--- src/rtl/ecf_pkg.sv ---
`timescale 1ns / 1ps
// ----------------------------------------------------------------------------
// Echelon form checker package
// Shared payload types, verdict and reason codes, and register indexes.
// ----------------------------------------------------------------------------
package ecf_pkg;

    // Width that holds any clamped count or position plus one (maxima up to 16).
    localparam int CNT_W = 5;

    typedef enum logic [1:0] {
        CFG_REDUCED_MODE = 2'd0,
        CFG_ROW_COUNT    = 2'd1,
        CFG_COLUMN_COUNT = 2'd2
    } ecf_cfg_index_t;

    localparam logic [2:0] ROW_COUNT_RESET    = 3'd4;
    localparam logic [2:0] COLUMN_COUNT_RESET = 3'd6;

    localparam logic [1:0] VERDICT_PASSED       = 2'd0;
    localparam logic [1:0] VERDICT_FAILED       = 2'd1;
    localparam logic [1:0] VERDICT_INCONCLUSIVE = 2'd2;

    localparam logic [2:0] REASON_NONE            = 3'd0;
    localparam logic [2:0] REASON_AFTER_ZERO_ROW  = 3'd1;
    localparam logic [2:0] REASON_NOT_RIGHT       = 3'd2;
    localparam logic [2:0] REASON_LEADING_NOT_ONE = 3'd3;
    localparam logic [2:0] REASON_NONZERO_ABOVE   = 3'd4;
    localparam logic [2:0] REASON_INEXACT         = 3'd5;

    typedef struct packed {
        logic signed [31:0] numerator;
        logic        [31:0] denominator;
        logic               cell_inexact;
    } ecf_cell_t;

    typedef struct packed {
        logic [1:0] verdict;
        logic [2:0] reason;
    } ecf_result_t;

    // Handshake between the check core and the two register stages.
    typedef struct packed {
        logic        fire;
        logic        emit;
        ecf_result_t result;
    } ecf_status_t;

endpackage

--- src/rtl/ecf_in_stage.sv ---
`timescale 1ns / 1ps
// ----------------------------------------------------------------------------
// Echelon form checker input stage
// Holds one accepted cell until the check core consumes it.
// ----------------------------------------------------------------------------
module ecf_in_stage (
    input  logic              clk,
    input  logic              rst_n,
    input  logic              cell_valid,
    output logic              cell_ready,
    input  ecf_pkg::ecf_cell_t cell_data,
    input  ecf_pkg::ecf_status_t status,
    output logic              held_valid,
    output ecf_pkg::ecf_cell_t held_cell
);
    import ecf_pkg::*;

    logic      valid_reg;
    logic      valid_next;
    ecf_cell_t cell_reg;

    // A new cell may enter while the stage is empty or when the held one leaves in this cycle.
    assign cell_ready = !valid_reg || status.fire;
    assign valid_next = cell_valid ? 1'b1 : (status.fire ? 1'b0 : valid_reg);

    always_ff @(posedge clk or negedge rst_n)
    begin
        if (!rst_n)
        begin
            valid_reg <= 1'b0;
        end
        else
        begin
            if (cell_ready)
            begin
                valid_reg <= valid_next;
            end
        end
    end

    always_ff @(posedge clk)
    begin
        if (cell_valid && cell_ready)
        begin
            cell_reg <= cell_data;
        end
    end

    assign held_valid = valid_reg;
    assign held_cell  = cell_reg;

endmodule

--- src/rtl/ecf_core.sv ---
`timescale 1ns / 1ps
// ----------------------------------------------------------------------------
// Echelon form checker core
// Walks the matrix one cell at a time and keeps the first failure found.
// ----------------------------------------------------------------------------
module ecf_core #(
    parameter int MAX_ROWS    = 4,
    parameter int MAX_COLUMNS = 6
) (
    input  logic                clk,
    input  logic                rst_n,
    input  logic                held_valid,
    input  ecf_pkg::ecf_cell_t  held_cell,
    input  logic                slot_free,
    input  logic                reduced_mode,
    input  logic [2:0]          row_count,
    input  logic [2:0]          column_count,
    output ecf_pkg::ecf_status_t status
);
    import ecf_pkg::*;

    localparam int RW  = (MAX_ROWS > 1) ? $clog2(MAX_ROWS) : 1;
    localparam int CW  = (MAX_COLUMNS > 1) ? $clog2(MAX_COLUMNS) : 1;
    localparam int LPW = $clog2(MAX_COLUMNS + 1);

    logic [RW-1:0]          row_pos_reg, row_pos_next;
    logic [CW-1:0]          col_pos_reg, col_pos_next;
    logic                   pivot_found_reg, pivot_found_next;
    logic                   zero_row_reg, zero_row_next;
    logic [LPW-1:0]         least_pivot_reg, least_pivot_next;
    logic [MAX_COLUMNS-1:0] above_reg, above_next;
    logic [MAX_COLUMNS-1:0] pending_reg, pending_next;
    logic [2:0]             failure_reg, failure_next;
    logic                   inexact_reg, inexact_next;

    logic [CNT_W-1:0] rows_used;
    logic [CNT_W-1:0] cols_used;
    logic             nonzero;
    logic             leading;
    logic             leading_one;
    logic [2:0]       fail_code;
    logic             row_end;
    logic             matrix_end;
    logic             fire;
    logic             inexact_all;

    always_comb
    begin
        if (row_count == 3'd0)
            rows_used = CNT_W'(1);
        else if (CNT_W'(row_count) > CNT_W'(MAX_ROWS))
            rows_used = CNT_W'(MAX_ROWS);
        else
            rows_used = CNT_W'(row_count);

        if (column_count == 3'd0)
            cols_used = CNT_W'(1);
        else if (CNT_W'(column_count) > CNT_W'(MAX_COLUMNS))
            cols_used = CNT_W'(MAX_COLUMNS);
        else
            cols_used = CNT_W'(column_count);
    end

    assign nonzero     = (held_cell.numerator != 32'sd0);
    assign leading     = nonzero && !pivot_found_reg;
    // The sign bit is checked first, so a negative numerator never matches.
    assign leading_one = !held_cell.numerator[31]
                         && ($unsigned(held_cell.numerator) == held_cell.denominator);

    always_comb
    begin
        if (zero_row_reg)
            fail_code = REASON_AFTER_ZERO_ROW;
        else if (LPW'(col_pos_reg) < least_pivot_reg)
            fail_code = REASON_NOT_RIGHT;
        else if (reduced_mode && !leading_one)
            fail_code = REASON_LEADING_NOT_ONE;
        else if (reduced_mode && above_reg[col_pos_reg])
            fail_code = REASON_NONZERO_ABOVE;
        else
            fail_code = REASON_NONE;
    end

    assign row_end    = (CNT_W'(col_pos_reg) + CNT_W'(1)) >= cols_used;
    assign matrix_end = row_end && ((CNT_W'(row_pos_reg) + CNT_W'(1)) >= rows_used);
    assign fire       = held_valid && (!matrix_end || slot_free);
    assign inexact_all = inexact_reg || held_cell.cell_inexact;

    always_comb
    begin
        row_pos_next     = row_pos_reg;
        col_pos_next     = col_pos_reg;
        pivot_found_next = pivot_found_reg || nonzero;
        zero_row_next    = zero_row_reg;
        least_pivot_next = leading ? (LPW'(col_pos_reg) + LPW'(1)) : least_pivot_reg;
        above_next       = above_reg;
        pending_next     = pending_reg | (nonzero ? (MAX_COLUMNS'(1) << col_pos_reg)
                                                  : '0);
        failure_next     = (leading && (failure_reg == REASON_NONE)) ? fail_code
                                                                     : failure_reg;
        inexact_next     = inexact_all;

        if (!row_end)
        begin
            col_pos_next = col_pos_reg + 1'b1;
        end
        else if (!matrix_end)
        begin
            // Nonzeros of the finished row now count as lying above later rows.
            above_next       = above_reg | pending_next;
            pending_next     = '0;
            zero_row_next    = zero_row_reg || !pivot_found_next;
            pivot_found_next = 1'b0;
            col_pos_next     = '0;
            row_pos_next     = row_pos_reg + 1'b1;
        end
        else
        begin
            row_pos_next     = '0;
            col_pos_next     = '0;
            pivot_found_next = 1'b0;
            zero_row_next    = 1'b0;
            least_pivot_next = '0;
            above_next       = '0;
            pending_next     = '0;
            failure_next     = REASON_NONE;
            inexact_next     = 1'b0;
        end
    end

    always_comb
    begin
        status.fire = fire;
        status.emit = fire && matrix_end;
        if (inexact_all)
        begin
            status.result.verdict = VERDICT_INCONCLUSIVE;
            status.result.reason  = REASON_INEXACT;
        end
        else if (failure_next != REASON_NONE && !matrix_end)
        begin
            status.result.verdict = VERDICT_FAILED;
            status.result.reason  = failure_next;
        end
        else if (leading && (failure_reg == REASON_NONE) && (fail_code != REASON_NONE))
        begin
            status.result.verdict = VERDICT_FAILED;
            status.result.reason  = fail_code;
        end
        else if (failure_reg != REASON_NONE)
        begin
            status.result.verdict = VERDICT_FAILED;
            status.result.reason  = failure_reg;
        end
        else
        begin
            status.result.verdict = VERDICT_PASSED;
            status.result.reason  = REASON_NONE;
        end
    end

    always_ff @(posedge clk or negedge rst_n)
    begin
        if (!rst_n)
        begin
            row_pos_reg     <= '0;
            col_pos_reg     <= '0;
            pivot_found_reg <= 1'b0;
            zero_row_reg    <= 1'b0;
            least_pivot_reg <= '0;
            above_reg       <= '0;
            pending_reg     <= '0;
            failure_reg     <= REASON_NONE;
            inexact_reg     <= 1'b0;
        end
        else if (fire)
        begin
            row_pos_reg     <= row_pos_next;
            col_pos_reg     <= col_pos_next;
            pivot_found_reg <= pivot_found_next;
            zero_row_reg    <= zero_row_next;
            least_pivot_reg <= least_pivot_next;
            above_reg       <= above_next;
            pending_reg     <= pending_next;
            failure_reg     <= failure_next;
            inexact_reg     <= inexact_next;
        end
    end

endmodule

--- src/rtl/ecf_out_stage.sv ---
`timescale 1ns / 1ps
// ----------------------------------------------------------------------------
// Echelon form checker output stage
// Holds the verdict of a finished matrix until the receiver takes it.
// ----------------------------------------------------------------------------
module ecf_out_stage (
    input  logic                 clk,
    input  logic                 rst_n,
    input  ecf_pkg::ecf_status_t status,
    output logic                 slot_free,
    output logic                 result_valid,
    input  logic                 result_ready,
    output ecf_pkg::ecf_result_t result
);
    import ecf_pkg::*;

    logic        valid_reg;
    logic        valid_next;
    ecf_result_t result_reg;

    assign slot_free  = !valid_reg || result_ready;
    assign valid_next = status.emit ? 1'b1 : (result_ready ? 1'b0 : valid_reg);

    always_ff @(posedge clk or negedge rst_n)
    begin
        if (!rst_n)
        begin
            valid_reg <= 1'b0;
        end
        else
        begin
            valid_reg <= valid_next;
        end
    end

    always_ff @(posedge clk)
    begin
        if (status.emit)
        begin
            result_reg <= status.result;
        end
    end

    assign result_valid = valid_reg;
    assign result       = result_reg;

endmodule

--- src/rtl/echelon_form_checker_top.sv ---
`timescale 1ns / 1ps
// ----------------------------------------------------------------------------
// Echelon form checker
// Checks a streamed matrix for row echelon or reduced row echelon form.
// ----------------------------------------------------------------------------
// Usage:
//   Cells arrive on the cell channel in row-major order, one per transfer.
//   After the last cell of a matrix (row_count by column_count, clamped to
//   the maxima) one verdict with a reason leaves on the result channel; all
//   other cells give no result. The next matrix starts with the next cell.
//   The configuration channel writes reduced_mode, row_count and
//   column_count by index; it is always ready and should be used only while
//   no matrix is in progress and no cell or result is still in flight.
//   Throughput is one cell per cycle while cell_ready stays high. A cell is
//   taken into the input register at its transfer and is checked by the core
//   from there against a handful of small state registers; the verdict is
//   loaded into the result register at the edge at which the last cell leaves
//   the input register.
//   While the receiver stalls, cells keep flowing until the last cell of the
//   next matrix needs the occupied result register; then cell_ready drops.
//   Reset clears all matrix progress and both stages and restores the
//   register defaults: echelon mode, four rows, six columns.
// ----------------------------------------------------------------------------
module echelon_form_checker_top #(
    parameter int MAX_ROWS    = 4,
    parameter int MAX_COLUMNS = 6
) (
    input  logic                 clk,
    input  logic                 rst_n,
    input  logic                 cell_valid,
    output logic                 cell_ready,
    input  ecf_pkg::ecf_cell_t   cell_data,
    output logic                 result_valid,
    input  logic                 result_ready,
    output ecf_pkg::ecf_result_t result,
    input  logic                 cfg_valid,
    output logic                 cfg_ready,
    input  logic [1:0]           cfg_index,
    input  logic [2:0]           cfg_data
);
    import ecf_pkg::*;

    logic        reduced_mode_reg;
    logic [2:0]  row_count_reg;
    logic [2:0]  column_count_reg;
    logic        held_valid;
    ecf_cell_t   held_cell;
    logic        slot_free;
    ecf_status_t status;

    assign cfg_ready = 1'b1;

    // Writes to an index beyond the register list are dropped.
    always_ff @(posedge clk or negedge rst_n)
    begin
        if (!rst_n)
        begin
            reduced_mode_reg <= 1'b0;
            row_count_reg    <= ROW_COUNT_RESET;
            column_count_reg <= COLUMN_COUNT_RESET;
        end
        else if (cfg_valid && cfg_ready)
        begin
            case (cfg_index)
                CFG_REDUCED_MODE: reduced_mode_reg <= cfg_data[0];
                CFG_ROW_COUNT:    row_count_reg    <= cfg_data;
                CFG_COLUMN_COUNT: column_count_reg <= cfg_data;
                default:          ;
            endcase
        end
    end

    ecf_in_stage u_in_stage (
        .clk        (clk),
        .rst_n      (rst_n),
        .cell_valid (cell_valid),
        .cell_ready (cell_ready),
        .cell_data  (cell_data),
        .status     (status),
        .held_valid (held_valid),
        .held_cell  (held_cell)
    );

    ecf_core #(
        .MAX_ROWS    (MAX_ROWS),
        .MAX_COLUMNS (MAX_COLUMNS)
    ) u_core (
        .clk          (clk),
        .rst_n        (rst_n),
        .held_valid   (held_valid),
        .held_cell    (held_cell),
        .slot_free    (slot_free),
        .reduced_mode (reduced_mode_reg),
        .row_count    (row_count_reg),
        .column_count (column_count_reg),
        .status       (status)
    );

    ecf_out_stage u_out_stage (
        .clk          (clk),
        .rst_n        (rst_n),
        .status       (status),
        .slot_free    (slot_free),
        .result_valid (result_valid),
        .result_ready (result_ready),
        .result       (result)
    );

endmodule

--- config.mk ---
export PLATFORM = sky130hd
export DESIGN_NAME = echelon_form_checker_top
export DESIGN_NICKNAME = d
export VERILOG_FILES = /design/src/rtl/ecf_pkg.sv /design/src/rtl/ecf_in_stage.sv /design/src/rtl/ecf_core.sv /design/src/rtl/ecf_out_stage.sv /design/src/rtl/echelon_form_checker_top.sv
export SDC_FILE = /design/constraint.sdc
export NUM_CORES = 1
export LEC_CHECK = 0
export ABC_AREA = 1
export BUFFER_PORTS_ARGS = -buffer_cell sky130_fd_sc_hd__buf_2
export CAP_MARGIN = 20
export CORE_ASPECT_RATIO = 1.1
export CORE_MARGIN = 1
export CORE_UTILIZATION = 56
export DETAILED_ROUTE_END_ITERATION = 8
export PLACE_DENSITY = 0.82
export SYNTH_ARGS = -nofsm -noshare
export SYNTH_HDL_FRONTEND = slang
export SYNTH_HIERARCHICAL = 1
export SYNTH_SLANG_ARGS = --single-unit
--- constraint.sdc ---
create_clock -name clk -period 7.05 [get_ports clk]
set_input_delay 1.41 -clock clk [delete_from_list [all_inputs] [get_ports clk]]
set_output_delay 1.41 -clock clk [all_outputs]
set_load 0.05 [all_outputs]
==> metrics.txt <==
status complete, no violations; post-DP HPWL 7730 um; Ys Warns 6; Crit Path Class flop to output port; CP peak stage delay 0.54 ns; Clock Skew 0.0133 ns; FP Rows 35; placed inst area 5450 um^2; Initial Utilization 58.5%; wire length of the first global-routing pass 16800 um; worst path required time 5.64 ns; hold_sp row_count_reg[0]; CTS clk-pin slew, worst paths 0.10 ns; commonest non-fill, non-tap cell in the layout nand2_1; Pre-antenna DRT Iters 5; synthesized flop and latch total 105; Routed Antenna Nets 0; share of cells above drive strength 1 20.9%; Distinct cells, synth 31; RSZ-0062 raised after global routing false; post-route cell area 5630 um^2; core area 8450 um^2; synth-to-layout area growth 13.9%; Final min period 4.56 ns; I/O pin count 83; worst slew pin tran 0.856 ns; initial antenna violation count 0; Final #Nets 688; WL final 10200 um; Layout Cells excl Fill 715; Max Root-Sink Buffers 2; FF-to-FF setup slack 3.42 ns; max reg flops 65; Setup WS post-layout 2.49 ns; critical path's top delay family buffers and inverters; ANT cells 0; GR Util All Layers 24.1%; pwr/cell area 356 nW/um^2; clock sink total 105; commonest cells after routing, fill and taps aside 136 x nand2_1, 95 x inv_1, 81 x buf_2, 70 x edfxtp_1, 50 x nor2_1; mapped cell area 4940 um^2; # DRC 0; final worst path period share 64.7%; Critical Path AT 3.15 ns; leakage 2.75 nW; die area 9200 um^2; post-CTS setup buffer count 0; vias per std cell 5.03; sequential area share after synthesis 60.3%; Mapped Nets 601; Iter 0 DRT Violations 187; CP startpoint u_core/col_pos_reg[0]; Buf+Inv Stages, Crit Path 5; VDD IR-drop max 0.000246 V; count of final max-slew check failures 0; setup TNS 0 ns; relative slew slack 42.9%; Hold Crit Class flop to flop; cts hold-fix bufs 0; Final Setup Violations 0; post-placement cell count 699; Most common cell on crit path nand2_4; Clock Latency Late Sink 0.37 ns; Fin. Hold Viols 0; drt wl/cell 14.3 um; chip height 101 um; gpl congestion 0.920; Reg-to-Reg Start u_core/col_pos_reg[0]; DP Worst Slack 2.90 ns; H-tree Lvls 3; fmax 0.219 GHz; Slowest cell on crit path dfrtp_1; clock buffer count from CTS 9; clock root cell clkbuf_8; cts repair resizes 0; DIE WIDTH 91.6 um; worst-path cell chain inv_2 -> ha_1 -> ha_1 -> nand2_1 -> nand2_1 -> a21oi_1 -> nand2_4 -> nand2_4 -> inv_4 -> nand2_4 -> nand2_4 -> inv_6 -> inv_1 -> nand2_1 -> buf_2; Max-Cap Viols 0; Mapped Avg Cell Area 9.65 um^2; remaining global-route overflow 0; Vias 3595; CP Launch Type flop; vias in the first global route 3639; pin count of the biggest net entering global routing 66; Worst Path Max Fanout 23; nature of the critical path endpoint output port; CTS tree yes; Buffers on Ports 81; Syn Inst Count 512
per-stage QoR:
step | hold slack (ns) | power [mW] | util (%)
floorplan | 0.436 | 1.48 | -
global placement | 0.455 | 1.63 | 64.5
detailed placement | 0.459 | 1.66 | 64.5
CTS | 0.481 | 2.01 | 66.6
global route | 0.511 | 2.13 | 66.6
finish | 0.481 | 2.00 | 66.6
final timing paths:
check,end,cells past startpoint
max,cell_ready,15
min,row_count_reg[0],2
max reg2reg,u_in_stage/held_cell[2],15
min reg2reg,row_count_reg[0],2
max in group asynchronous,row_count_reg[1],1
min in group asynchronous,u_core/above_reg[2],1
per-layer routing:
layer	share of wire, %	up-vias	GRT usage [%]
li1	-	1798	-
met1	41	1648	28.6
met2	51	129	43.6
met3	5.5	20	4.15
met4	2.6	0	9.77
met5	0	-	0
cell usage after synthesis (all sizes together):
master | instances | share of area (%)
a21oi | 18 | 2.0
buf | 6 | 1.1
conb | 1 | 0.076
dfrtp | 32 | 16
dfstp | 3 | 1.6
edfxtp | 70 | 43
ha | 14 | 3.5
inv | 102 | 8.0
nand2 | 144 | 12
nand3 | 20 | 2.2
nand4 | 10 | 1.3
nor2 | 51 | 3.9
nor3 | 9 | 1.2
o2111ai | 1 | 0.18
o211ai | 4 | 0.61
o21ai | 20 | 2.2
xnor2 | 7 | 1.2
report_power, final:
part / switching (mW) / leakage, nW / internal [mW]
clock network: 0.212 / 0.0892 / 0.132
logic: 0.526 / 1.55 / 0.239
registers: 0.0809 / 1.11 / 0.811
total: 0.819 / 2.75 / 1.18
cell type report:
| type | count | area (um^2) |
|---|---|---|
| sequential | 105 | 2980 |
| fill | 659 | 2830 |
| multi-input combinational | 299 | 1520 |
| timing repair buffer | 82 | 413 |
| inverter | 102 | 393 |
| tap | 111 | 139 |
| clock buffer | 9 | 124 |
| clock inverter | 7 | 53.8 |
worst reg2reg max path: stages, from the launching register on:
cell and delay, ns:
dfrtp_1 0.54, inv_2 0.14, ha_1 0.36, ha_1 0.30
nand2_1 0.08, nand2_1 0.06, a21oi_1 0.21, nand2_4 0.14
nand2_4 0.12, inv_4 0.06, nand2_4 0.06, nand2_4 0.06
inv_6 0.19, inv_1 0.12, a21oi_4 0.13, buf_4 0.65
kinds of logic after synthesis:
kind of cell | after synthesis | synth area share [%]
other | 1 | 0.0759
adders and majority gates | 14 | 3.55
DFF | 105 | 60.3
buffers and inverters | 108 | 9.09
and+or+nand+nor | 234 | 20.8
xor gates and xnor gates | 7 | 1.24
AOI/OAI and AO/OA | 43 | 4.94
(Power assumes the default switching activity.)
